## config.mk

```make
export PLATFORM = sky130hd
export DESIGN_NAME = obb_mac
export DESIGN_NICKNAME = d
export VERILOG_FILES = /design/src/hw/rtl/obb_pkg.sv /design/src/hw/rtl/obb_mac.sv
export SDC_FILE = /design/constraint.sdc
export NUM_CORES = 2
export LEC_CHECK = 0
export BUFFER_PORTS_ARGS = -buffer_cell sky130_fd_sc_hd__buf_2
export CAP_MARGIN = 20
export CORE_AREA = 3 3 490 492
export DETAILED_ROUTE_END_ITERATION = 10
export DIE_AREA = 0 0 493 495
export PLACE_DENSITY_LB_ADDON = 0.12
export SYNTH_ARGS = -nofsm -noshare
export SYNTH_HDL_FRONTEND = slang
export SYNTH_SLANG_ARGS = --single-unit
export TNS_END_PERCENT = 20
```

## constraint.sdc

```tcl
create_clock -name clk_i -period 10.5 [get_ports clk_i]
set_clock_uncertainty 0.2 [all_clocks]
set_input_delay 2.1 -clock clk_i [delete_from_list [all_inputs] [get_ports clk_i]]
set_output_delay 2.1 -clock clk_i [all_outputs]
set_load 0.05 [all_outputs]
```

## src/hw/rtl/obb_pkg.sv

```systemverilog
// Package: widths, slot codes, MAC control struct and chunk helper for the overlap unit.
`timescale 1ns / 1ps
package obb_pkg;

  localparam int unsigned CompW     = 32;
  localparam int unsigned SlotCount = 10;
  localparam int unsigned ChunkW    = 34;
  localparam int unsigned ChunkN    = 3;
  localparam int unsigned LW        = ChunkW * ChunkN;
  localparam int unsigned ProdW     = 2 * ChunkW + 1;
  localparam int unsigned AccW      = 140;
  localparam int unsigned SizeShift = 17;
  localparam int unsigned FaceAxes  = 6;

  localparam logic [3:0] SlotRowB0   = 4'd3;
  localparam logic [3:0] SlotCenterA = 4'd6;
  localparam logic [3:0] SlotCenterB = 4'd7;
  localparam logic [3:0] SlotSizeA   = 4'd8;
  localparam logic [3:0] SlotSizeB   = 4'd9;
  localparam logic [3:0] LastAxis    = 4'd14;
  localparam logic [3:0] NoAxis      = 4'd15;

  typedef struct packed {
    logic       mul_en;
    logic       acc_en;
    logic       sub;
    logic [1:0] sh;
    logic       to_left;
    logic       clr_acc;
    logic       clr_left;
  } mac_ctrl_t;

  // Split a wide signed value into 34-bit chunks: low chunks unsigned, top chunk signed.
  function automatic logic signed [ChunkW:0] chunk_of(input logic [LW-1:0] x,
                                                      input logic [1:0]    h);
    logic signed [ChunkW:0] r;
    case (h)
      2'd0:    r = {1'b0, x[ChunkW-1:0]};
      2'd1:    r = {1'b0, x[2*ChunkW-1:ChunkW]};
      default: r = {x[LW-1], x[LW-1:2*ChunkW]};
    endcase
    return r;
  endfunction

endpackage

```

## src/hw/rtl/obb_mac.sv

```systemverilog
// Shared multiply-accumulate unit: one 35x34 product, then a shifted add or subtract into acc or left.
`timescale 1ns / 1ps
module obb_mac (
  input  logic                                clk_i,
  input  logic                                rst_ni,
  input  obb_pkg::mac_ctrl_t                  ctrl_i,
  input  logic signed [obb_pkg::ChunkW:0]     a_i,
  input  logic signed [obb_pkg::ChunkW-1:0]   b_i,
  output logic signed [obb_pkg::AccW-1:0]     acc_o,
  output logic signed [obb_pkg::AccW-1:0]     left_o,
  output logic signed [obb_pkg::AccW-1:0]     sum_o
);
  import obb_pkg::*;

  logic signed [ProdW-1:0] prod_q;
  logic signed [AccW-1:0]  acc_q, acc_d, left_q, left_d;
  logic signed [AccW-1:0]  ext, addend, base, sum;

  always_ff @(posedge clk_i) begin
    if (ctrl_i.mul_en) begin
      prod_q <= a_i * b_i;
    end
  end

  always_comb begin
    ext = AccW'(prod_q);
    case (ctrl_i.sh)
      2'd0:    addend = ext;
      2'd1:    addend = ext <<< ChunkW;
      default: addend = ext <<< (2 * ChunkW);
    endcase
    base = ctrl_i.to_left ? left_q : acc_q;
    sum  = ctrl_i.sub ? (base - addend) : (base + addend);

    acc_d = acc_q;
    if (ctrl_i.clr_acc) begin
      acc_d = '0;
    end else if (ctrl_i.acc_en && !ctrl_i.to_left) begin
      acc_d = sum;
    end
    left_d = left_q;
    if (ctrl_i.clr_left) begin
      left_d = '0;
    end else if (ctrl_i.acc_en && ctrl_i.to_left) begin
      left_d = sum;
    end
  end

  always_ff @(posedge clk_i or negedge rst_ni) begin
    if (!rst_ni) begin
      acc_q  <= '0;
      left_q <= '0;
    end else begin
      acc_q  <= acc_d;
      left_q <= left_d;
    end
  end

  assign acc_o  = acc_q;
  assign left_o = left_q;
  assign sum_o  = sum;
endmodule

```

==> metrics.md <==
| Metric | Value |
|---|---|
| Synth Flop Type | `dfrtp_1` |
| Routability cong. | `0.925` |
| First-pass GRT wire length | `419000 microns` |
| Post-synth top area share | `36.1%` |
| Largest area contributor in the netlist | `fa_1` |
| Max clock buf depth | `3` |
| Area after DPL | `0.0820 sq mm` |
| Root buf cell | `clkbuf_16` |
| Vias per cell | `4.98` |
| Syn Inst Count | `7832` |
| Ys async rst share | `80.2%` |
| Worst min path class | `register to register` |
| Setup Crit Path Kind | `input pin to primary output` |
| Fin Hold WS | `0.314 ns` |
| Simple-Gate Fraction of Synth Area | `15.7%` |
| GR Overflow Total | `0` |
| Slew Limit Fails | `0` |
| Die Y | `495 microns` |
| Buffers added on ports | `498` |
| DRT Pass-1 Iters | `5` |
| Final Net Count | `10400` |
| CTS tree | `yes` |
| Seq/Total Area, Yosys | `12.8%` |
| #FFs+latches synth | `349` |
| Status | `complete, no violations` |
| Routed Antenna Nets | `0` |
| Post-synthesis mux area share | `2.77%` |
| TritonCTS buffer count | `38` |
| CP max FO | `15` |
| Tmin final | `10.31 ns` |
| Final Cycle Share | `98.1%` |
| Worst EP arrival | `8.01 ns` |
| Die width | `493 microns` |
| RSZ-0062 raised after global routing | `yes` |
| H-tree lvl count | `2` |
| # rows | `178` |
| Ratio of cells with drive above 1 in the final layout | `19.0%` |
| Least-Margin Pin Slew | `0.994 ns` |
| Layout area overhead | `19.1%` |
| Xor/xnor cell area share of the yosys netlist | `4.14%` |
| Die Area | `0.244 sq mm` |
| Synth area leaders | `fa_1 (36%), dfrtp_1 (9.9%), inv_1 (6.9%)` |
| DP HPWL | `236000 microns` |
| Slew HR | `33.7%` |
| Fmax | `97.0 MHz` |
| Setup TNS | `0 ns` |
| Endpoints failing hold | `0` |
| Vias | `59200` |
| Initial antenna violation count | `12` |
| Final-report setup violation count | `0` |
| Clock transition at path regs | `0.06 ns` |
| Initial core utilization | `30.0%` |
| Mapped cell area | `0.0707 sq mm` |
| WL final | `278000 microns` |
| Maxcap violations | `0` |
| CP Launch Type | `input pin` |
| Vias in the first global route | `63100` |
| Hold-fix buffers, CTS | `0` |
| Post-synth EDFFs | `69` |
| GRT Total Usage | `22.5%` |
| Complex-gate fraction of the synthesized area | `12.8%` |
| Routed WL per cell | `23.4 microns` |
| Worst skew pair latency | `0.60 ns` |
| Sink Count | `349` |
| Post-Syn Nets | `9531` |
| DRT iter0 DRCs | `3705` |
| Largest family of logic cells by synthesized area | `adder cells` |
| Core ar. | `0.236 sq mm` |
| Adder-cell share of the synthesized area | `42.2%` |
| WP data required | `8.20 ns` |
| Worst setup EP type | `primary output` |
| Synth warn | `0` |
| Average size of a mapped cell | `9.03 sq um` |
| Largest net degree at the start of global routing | `141` |
| IO Count | `499` |
| Final Cell Area | `0.0842 sq mm` |
| DR DRC count | `0` |
| Synth cell types | `89` |
cell type report:
class                   instances  area [sq um]
diodes                          5          12.5
clock buffers                  53          1070
clock inverters                14           220
fillers                     24500        151000
inverters                    1307          4910
multi-input cells            5696         55500
flip-flops and latches        349          9080
well taps                    3150          3940
repair buffers               1312          9450
cells by family after synthesis:
group,count (synthesis)
flip-flops,349
multiplexers,178
AND/OR/NAND/NOR,2220
buffers and inverters,1787
XOR/XNOR,333
adder cells (fa/ha/maj),1620
AO/OA/AOI/OAI,1345
through the flow:
stage               setup WS (ns)  instances  util, %
finish                      0.195      11900     35.7
detailed placement         -0.496      11800     34.8
CTS                        0.0264      11900     35.4
global placement           -0.501      11800     34.8
global route              -0.0680      11900     35.7
floorplan                  -0.154       7832        -
synthesized netlist by cell type (all sizes together), types with 139 or more instances:
master	n
a21oi	404
dfrtp	280
nor2	322
xor2	154
nand2	780
clkbuf	434
xnor2	179
o21ai	204
and2	668
ha	346
mux2	139
a22o	262
inv	1307
fa	1274
layout by cell type (no fill, tap or decap), drive strengths merged, types with 204 or more instances in the layout:
| cell | netlist | routed |
|---|---|---|
| nor2 | 322 | 322 |
| inv | 1307 | 1310 |
| a21oi | 404 | 404 |
| a22o | 262 | 262 |
| and2 | 668 | 668 |
| buf | 46 | 1308 |
| o21ai | 204 | 204 |
| ha | 346 | 346 |
| fa | 1274 | 1274 |
| dfrtp | 280 | 280 |
| nand2 | 780 | 780 |
routing by layer:
| layer | global-route usage, % | wire length [microns] |
|---|---|---|
| met1 | 32.6 | 132000 |
| met5 | 0 | 21 |
| met4 | 4.35 | 5630 |
| met3 | 2.28 | 12300 |
| met2 | 36.6 | 128000 |
registers in the layout (all words and copies together) (netlist names):
name,cells
left_o,140
acc_o,140
prod_q,69
worst paths after layout:
check                                            start                 endpoint  slack (ns)  cells past startpoint
worst max-delay path                         ctrl_i[3]               sum_o[120]        0.19                     28
worst min-delay path            left_o[41]$_DFFE_PN0P_   left_o[41]$_DFFE_PN0P_        0.31                      1
worst max register to register    prod_q[15]$_DFFE_PP_  left_o[138]$_DFFE_PN0P_        3.44                     32
worst min register to register  left_o[41]$_DFFE_PN0P_   left_o[41]$_DFFE_PN0P_        0.31                      1
max in group asynchronous                       rst_ni  left_o[130]$_DFFE_PN0P_        6.77                      3
min in group asynchronous                       rst_ni   left_o[15]$_DFFE_PN0P_        1.36                      1
critical path, stage by stage:
cell	delay [ns]
buf_12	0.13
buf_4	0.21
nor3_1	0.25
a221oi_1	0.18
or4_1	0.56
nor2_2	0.21
buf_4	0.21
nand2_1	0.08
nor4_1	0.31
nor2_1	0.12
xnor2_2	0.19
ha_2	0.40
and3_1	0.21
buf_4	0.14
nand2_1	0.05
nor4_1	0.28
buf_4	0.16
o21ai_0	0.07
nand3_1	0.10
buf_4	0.16
o21ai_1	0.06
buf_4	0.17
o21a_2	0.24
o31a_1	0.28
buf_4	0.14
buf_4	0.12
xnor2_1	0.45
buf_2	0.37
timing repair:
action | in CTS | in global routing
setup endpoints to repair | 22 | 44
gates cloned | 0 | 1
pin swaps | 3 | 33
gates resized for setup | 26 | 124
buffers inserted | 1 | 17
Power is left out: the tool's default activity adds up to more than one toggle a clock period on the data nets, which glitch-free logic cannot reach.
