## config.mk

```make
export PLATFORM = sky130hd
export DESIGN_NAME = obb_ram
export DESIGN_NICKNAME = d
export VERILOG_FILES = /design/src/hw/rtl/obb_pkg.sv /design/src/hw/rtl/obb_ram.sv
export SDC_FILE = /design/constraint.sdc
export NUM_CORES = 1
export LEC_CHECK = 0
export BUFFER_PORTS_ARGS = -buffer_cell sky130_fd_sc_hd__buf_2
export CORE_MARGIN = 1
export CORE_UTILIZATION = 50
export DETAILED_ROUTE_END_ITERATION = 16
export PLACE_DENSITY = 0.7
export SETUP_SLACK_MARGIN = 0.4
export SYNTH_ARGS = -nofsm -noshare
export SYNTH_HDL_FRONTEND = slang
export SYNTH_SLANG_ARGS = --single-unit
export TNS_END_PERCENT = 50
```

## constraint.sdc

```tcl
create_clock -name clk_i -period 3.8 [get_ports clk_i]
set_input_delay 0.76 -clock clk_i [delete_from_list [all_inputs] [get_ports clk_i]]
set_output_delay 0.76 -clock clk_i [all_outputs]
set_load 0.1 [all_outputs]
```

## src/hw/rtl/obb_pkg.sv

```systemverilog
// Package: widths, slot codes, MAC control struct and chunk helper for the overlap unit.
`timescale 1ns / 1ps
package obb_pkg;

  localparam int unsigned CompW     = 32;
  localparam int unsigned SlotCount = 10;
  localparam int unsigned ChunkW    = 34;
  localparam int unsigned ChunkN    = 3;
  localparam int unsigned LW        = ChunkW * ChunkN;
  localparam int unsigned ProdW     = 2 * ChunkW + 1;
  localparam int unsigned AccW      = 140;
  localparam int unsigned SizeShift = 17;
  localparam int unsigned FaceAxes  = 6;

  localparam logic [3:0] SlotRowB0   = 4'd3;
  localparam logic [3:0] SlotCenterA = 4'd6;
  localparam logic [3:0] SlotCenterB = 4'd7;
  localparam logic [3:0] SlotSizeA   = 4'd8;
  localparam logic [3:0] SlotSizeB   = 4'd9;
  localparam logic [3:0] LastAxis    = 4'd14;
  localparam logic [3:0] NoAxis      = 4'd15;

  typedef struct packed {
    logic       mul_en;
    logic       acc_en;
    logic       sub;
    logic [1:0] sh;
    logic       to_left;
    logic       clr_acc;
    logic       clr_left;
  } mac_ctrl_t;

  // Split a wide signed value into 34-bit chunks: low chunks unsigned, top chunk signed.
  function automatic logic signed [ChunkW:0] chunk_of(input logic [LW-1:0] x,
                                                      input logic [1:0]    h);
    logic signed [ChunkW:0] r;
    case (h)
      2'd0:    r = {1'b0, x[ChunkW-1:0]};
      2'd1:    r = {1'b0, x[2*ChunkW-1:ChunkW]};
      default: r = {x[LW-1], x[LW-1:2*ChunkW]};
    endcase
    return r;
  endfunction

endpackage

```

## src/hw/rtl/obb_ram.sv

```systemverilog
// Generic single-write, single-read RAM with registered read data.
`timescale 1ns / 1ps
module obb_ram #(
  parameter int unsigned Width = obb_pkg::CompW,
  parameter int unsigned Depth = obb_pkg::SlotCount
) (
  input  logic                     clk_i,
  input  logic                     we_i,
  input  logic [$clog2(Depth)-1:0] waddr_i,
  input  logic [Width-1:0]         wdata_i,
  input  logic [$clog2(Depth)-1:0] raddr_i,
  output logic [Width-1:0]         rdata_o
);
  logic [Width-1:0] mem_q [Depth];
  logic [Width-1:0] rdata_q;

  always_ff @(posedge clk_i) begin
    if (we_i) begin
      mem_q[waddr_i] <= wdata_i;
    end
    rdata_q <= mem_q[raddr_i];
  end

  assign rdata_o = rdata_q;
endmodule

```

==> results of run 1 <==
[area by class of cell]
type,instances,area share
timing repair buffer,92,0.0354
multi-input combinational,308,0.191
sequential,352,0.673
clock buffer,47,0.0639
clock inverter,15,0.00969
tap,335,0.0275
[how the worst max path moves through the flow]
stage | startpoint | endpoint | slack (ns) | cells after the start
finish | waddr_i[2] | mem_q[2][26]$_DFFE_PP_ | 1.58 | 3
global route | waddr_i[2] | mem_q[2][29]$_DFFE_PP_ | 1.47 | 3
CTS | waddr_i[2] | mem_q[3][25]$_DFFE_PP_ | 1.57 | 3
detailed placement | waddr_i[2] | mem_q[3][9]$_DFFE_PP_ | 1.06 | 3
global placement | waddr_i[2] | mem_q[2][25]$_DFFE_PP_ | 1.08 | 3
floorplan | waddr_i[2] | mem_q[8][0]$_DFFE_PP_ | 0.21 | 2
[routing by layer]
metal / wire (um) / GRT usage / share of wire
met1: 11000 / 0.263 / 0.45
met2: 12000 / 0.300 / 0.49
met3: 1210 / 0.0301 / 0.049
met4: 424 / 0.0488 / 0.017
met5: 22 / 0 / 0.00089
[report_power, final]
part	switching, W	leakage (nW)	internal [W]
clock network	0.00136	0.550	0.00200
logic	0.000481	1.54	0.000174
registers	0.0000228	3.16	0.00432
total	0.00186	5.25	0.00650
[sequential cells by signal, indices dropped and copies added (netlist names)]
register	count
rdata_o	32
mem_q	320
[critical path, cell delays in order]
cell and delay, ns:
sky130_fd_sc_hd__buf_2 0.11, sky130_fd_sc_hd__or3b_2 0.60, sky130_fd_sc_hd__nor2_4 0.84
[cell usage in the layout, fill, tap and decap left out, types with 9 or more instances in the layout]
master	n
sky130_fd_sc_hd__edfxtp_1	320
sky130_fd_sc_hd__mux2_2	90
sky130_fd_sc_hd__buf_2	72
sky130_fd_sc_hd__mux2i_1	64
sky130_fd_sc_hd__clkbuf_16	37
sky130_fd_sc_hd__nand2_1	34
sky130_fd_sc_hd__o22ai_1	32
sky130_fd_sc_hd__a22o_1	32
sky130_fd_sc_hd__dfxtp_1	32
sky130_fd_sc_hd__o31ai_2	31
sky130_fd_sc_hd__buf_4	17
sky130_fd_sc_hd__clkbuf_1	9
[through the flow]
step / utilization / cells / hold slack, ns
final: 0.585 / 1149 / 0.549
after global placement: 0.542 / 1087 / 0.554
after floorplan: - / 698 / 0.531
after CTS: 0.585 / 1149 / 0.532
after global routing: 0.585 / 1149 / 0.547
after detailed placement: 0.542 / 1087 / 0.565
[cell usage after synthesis, drive strengths merged]
cell	number
nand3b	2
nand2b	3
a22o	32
mux2	96
nor2b	1
nor3	3
edfxtp	320
or3b	1
clkbuf	19
nand2	34
dfxtp	32
o31ai	32
mux2i	64
buf	19
o22ai	32
nor2	8
[logic make-up after synthesis]
family,after synthesis,share of synthesized area
DFF,352,0.771
muxes,160,0.130
AOI/OAI and AO/OA,96,0.0659
and+or+nand+nor,52,0.0167
buffers and inverters,38,0.0167
==> results.md, run 1 <==
* run status: completed
* Mean Syn Cell Area: 19.0 sq um
* worst hold path stage count: 1
* number of cells on the worst reg-to-reg path: 3
* post-CTS setup buffer count: 0
* weighted congestion reported at the end of routability-driven placement: 0.701
* overall power: 0.00837 W
* final count of pins violating max slew: 0
* Net Count, Synth: 740
* clock tree from TritonCTS: built
* Endpoint, Worst Hold: mem_q[7][24]$_DFFE_PP_
* crit-path max FO: 32
* sequential share of the synthesized area: 0.771
* antenna violations before repair: 2
* worst hold-check path type: in -> reg
* maximum level of the CTS H-tree: 2
* number of CTS-inserted buffers: 35
* via count: 6410
* Total GRT Usage: 0.186
* worst setup timing slack at the placement stage: 1.06 ns
* die area: 0.0272 sq mm
* largest area contributor in the netlist: sky130_fd_sc_hd__edfxtp_1
* post-detail-place hpwl: 13800 um
* flop and latch count out of synthesis: 352
* post-route worst setup slack: 1.58 ns
* Leakage: 5.25 nW
* number of standard-cell rows in the floorplan: 59
* wire length of the first global-routing pass: 37800 um
* number of detailed-route iterations in the first pass: 5
* antenna diode count: 0
* routed wire length: 24600 um
* Clock Skew: 0.0215 ns
* clock edge transition at the registers on the reported setup and hold paths: 0.06 ns
* final-report setup violation count: 0
* insertion delay to the later sink of the worst-skew pair: 0.51 ns
* kind of end point of the critical path: flop
* Fillers: 1885
* area after detailed placement: 0.0141 sq mm
* number of routed nets with antenna violations: 0
* Hold Violations, Final: 0
* TritonCTS sink count: 352
* residual overflow from global routing: 0
* number of synthesis warnings: 0
* IO Count: 74
* gate count after technology mapping: 698
* detailed-route DRC error count: 0
* number of maximum-capacitance constraint violations: 0
* nets@finish: 831
* aggregate negative setup slack: 0 ns
* kind of launch point of the worst setup path: input port
* top achievable clock speed: 450 MHz
* required arrival time at the worst endpoint: 3.92 ns
* largest net degree at the start of global routing: 57
* reg2reg setup slack: 2.68 ns
* final clock period utilization by the worst path: 0.585
* effective utilization at floorplan: 0.510
* headroom to the max-slew limit: 0.308
* destination of the worst register-to-register timing path: rdata_o[12]$_DFF_P_
* start point of the worst min-delay path: wdata_i[24]
* CTS Hold Buffers Added: 0
* Vias per Instance: 5.58
* total area of multi-input combinational cells: 0.00291 sq mm
* floorplan die width: 165 um
* Unique masters post-synth: 22
* final routed wire length divided by cell count: 21.4 um
* share of cells above drive strength 1: 0.338
* buffers from clock root to sink, at most: 3
* share of the synthesized area in the top cell type: 0.723
* count of cells resized by post-cts repair: 0
* core area: 0.0261 sq mm
* post-route cell area: 0.0152 sq mm
* Synth area leaders: sky130_fd_sc_hd__edfxtp_1, sky130_fd_sc_hd__mux2_2, sky130_fd_sc_hd__dfxtp_1
* number of global-route vias before repair: 6562
* iteration-0 DRC count of the detailed router: 588
* setup repair after global routing missed its margin: false
* Setup CP Type: in -> reg
* die height: 165 um
* clock root cell: sky130_fd_sc_hd__clkbuf_16
* fin crit period: 2.22 ns
* count of buffers inserted at the top-level ports: 73
* sequential standard cell area: 0.0102 sq mm
* worst ir drop on vdd: 0.000356 V
* area growth from synthesis to final layout: 14.7%
* total power density per cell area: 549 mW/mm^2
* signal arrival time at the worst endpoint: 2.34 ns
* R2R Path Start: mem_q[6][12]$_DFFE_PP_
* cell area after synthesis: 0.0133 sq mm
* Worst-Margin Slew: 1.03 ns
Power figures use the tool's default switching activity.
==> inputs of run 2 (changes only) <==
Clock period 3.8 ns to 1.8 ns, I/O delays scaled along.
==> run 2 against run 1 <==
  * First-iteration DRC count down 14%
  * Clock power up 120%
  * Combinational power rose to 2.5 times the previous value
  * Clock skew up 0.0013 ns
  * Global-route usage up 1.6 points
  * Sequential power up 110%
  * Flip-flop and latch count unchanged
  * Non-clock buffer count up 23
  * Setup slack worse by 1.2 ns
  * Largest cell class unchanged
==> results.md, run 2 (synthesis gave the netlist of run 1 again) <==
* run status: completed
* number of global-route vias before repair: 6988, +6.5%
* area growth from synthesis to final layout: 22.0%
* Total GRT Usage: 0.202, +0.0159
* fin crit period: 1.42 ns
* area after detailed placement: 0.0146 sq mm, +3.1%
* nets@finish: 855, +2.9%
* Leakage: 5.62 nW, +7.1%
* number of CTS-inserted buffers: 36, +2.9%
* worst hold path stage count: 1, unchanged
* destination of the worst register-to-register timing path: rdata_o[16]$_DFF_P_
* largest register by flop count: mem_q
* largest net degree at the start of global routing: 46, -19%
* Worst-Margin Slew: 0.647 ns, -0.388 ns
* insertion delay to the later sink of the worst-skew pair: 0.51 ns, about the same
* routed wire length: 26700 um, +8.4%
* iteration-0 DRC count of the detailed router: 506, -14%
* R2R Path Start: mem_q[7][16]$_DFFE_PP_
* Fillers: 1772, -6.0%
* reg2reg setup slack: 0.64 ns, -2.04 ns
* Endpoint, Worst Hold: mem_q[5][22]$_DFFE_PP_
* die height: 165 um, unchanged
* headroom to the max-slew limit: 0.568, +0.259
* kind of launch point of the worst setup path: flop
* required arrival time at the worst endpoint: 1.44 ns, -2.48 ns
* final count of pins violating max slew: 0, unchanged
* weighted congestion reported at the end of routability-driven placement: 0.747, +6.5%
* signal arrival time at the worst endpoint: 1.06 ns, -1.28 ns
* final core area utilization: 0.622, +0.0377
* Vias per Instance: 5.62, +0.68%
* IO Count: 74, unchanged
* effective utilization at floorplan: 0.510, unchanged
* hold slack final: 0.142 ns, -0.408 ns
* total power density per cell area: 1120 mW/mm^2, +100%
* largest incremental delay on the critical path: 0.36 ns, -0.48 ns
* floorplan die width: 165 um, unchanged
* antenna violations before repair: 2, unchanged
* residual overflow from global routing: 0, unchanged
* start point of the worst min-delay path: wdata_i[22]
* kind of end point of the critical path: output pin
* number of cells on the worst reg-to-reg path: 3, unchanged
* maximum level of the CTS H-tree: 2, unchanged
* worst ir drop on vdd: 0.00136 V, +280%
* final routed wire length divided by cell count: 22.6 um, +5.8%
* via count: 6611, +3.1%
* Buf+Inv Stages, Crit Path: 1, unchanged
* number of maximum-capacitance constraint violations: 0, unchanged
* count of buffers inserted at the top-level ports: 73, unchanged
* clock root cell: sky130_fd_sc_hd__clkbuf_16
* TritonCTS sink count: 352, unchanged
* top achievable clock speed: 702 MHz
* number of routed nets with antenna violations: 0, unchanged
* final clock period utilization by the worst path: 0.791
* post-detail-place hpwl: 15500 um, +12%
* category of cells accounting for the largest share of critical-path delay: flip-flops
* setup repair after global routing missed its margin: true
* buffers from clock root to sink, at most: 3, unchanged
* most common cell after layout, fill and taps aside: sky130_fd_sc_hd__edfxtp_1
* overall power: 0.0181 W, +120%
* wire length of the first global-routing pass: 40100 um, +6.1%
* number of standard-cell rows in the floorplan: 59, unchanged
* die area: 0.0272 sq mm, unchanged
* crit-path max FO: 1, -97%
* Clock Skew: 0.0227 ns, +0.00126 ns
* Worst path slowest cell: sky130_fd_sc_hd__dfxtp_2
* cell chain of the critical path: buf_12
* core area: 0.0261 sq mm, unchanged
* total area of multi-input combinational cells: 0.00292 sq mm, +0.30%
* Setup CP Type: reg -> out
* Largest register FFs: 320, unchanged
* post-route cell area: 0.0162 sq mm, +6.4%
* detailed-route DRC error count: 0, unchanged
* clock edge transition at the registers on the reported setup and hold paths: 0.06 ns, about the same
* share of cells above drive strength 1: 0.390, +0.0526
* final-report setup violation count: 0, unchanged
* clock tree from TritonCTS: built
* worst hold-check path type: in -> reg
* CTS Hold Buffers Added: 0, unchanged
* sequential standard cell area: 0.0103 sq mm, +0.42%
* top library cells by usage in the layout, fill and taps aside: sky130_fd_sc_hd__edfxtp_1, sky130_fd_sc_hd__mux2_2, sky130_fd_sc_hd__mux2i_1
* Hold Violations, Final: 0, unchanged
* number of detailed-route iterations in the first pass: 4, -1
==> run 2: cell count changes in the layout (fill, tap and decap cells not counted), sizes merged <==
cell      delta
inv          +1
clkbuf       +4
diode        +2
buf         +23
clkinvlp     -1
bufinv       -1
==> run 2: cell type report <==
cell class	instances	area share
diodes	2	0.000309
clock buffers	51	0.0641
clock inverters	14	0.00810
multi-input cells	308	0.180
flip-flops and latches	352	0.635
well taps	335	0.0258
repair buffers	115	0.0872
==> run 2: stage by stage <==
stage | setup WS [ns] | setup TNS [ns] | cells
finish | 0.376 | 0 | 1177
global route | 0.344 | 0 | 1176
CTS | 0.353 | 0 | 1175
detailed placement | -0.137 | -1.95 | 1110
global placement | -0.119 | -1.82 | 1110
floorplan | -0.269 | -26.29 | 698
==> run 2: metal layers <==
metal | wire length, um | up-vias | global-route usage
met2 | 14100 | 166 | 0.364
li1 | - | 3036 | -
met1 | 10900 | 3366 | 0.246
met5 | 0 | - | 0
met4 | 419 | 0 | 0.0575
met3 | 1280 | 43 | 0.0387
==> run 2: timing repair <==
action,CTS,global route
endpoints found under the hold margin,0,0
setup endpoints to repair,32,48
buffers inserted,0,0
resized for setup,134,16
==> run 2: worst max-delay path by stage <==
stage | slack (ns) | from | cells after the start | end
finish | 0.38 | rdata_o[8]$_DFF_P_ | 1 | rdata_o[8]
global route | 0.34 | rdata_o[26]$_DFF_P_ | 1 | rdata_o[26]
CTS | 0.35 | rdata_o[26]$_DFF_P_ | 1 | rdata_o[26]
detailed placement | -0.14 | raddr_i[1] | 5 | rdata_o[16]$_DFF_P_
global placement | -0.12 | raddr_i[1] | 5 | rdata_o[18]$_DFF_P_
floorplan | -0.27 | waddr_i[2] | 2 | mem_q[0][0]$_DFFE_PP_
==> run 2: power by group <==
group          switching [W]  leakage (nW)  internal (W)
clock                0.00292         0.579       0.00433
combinational        0.00104          1.88      0.000613
sequential          0.000103          3.16       0.00914
total                0.00406          5.62        0.0141
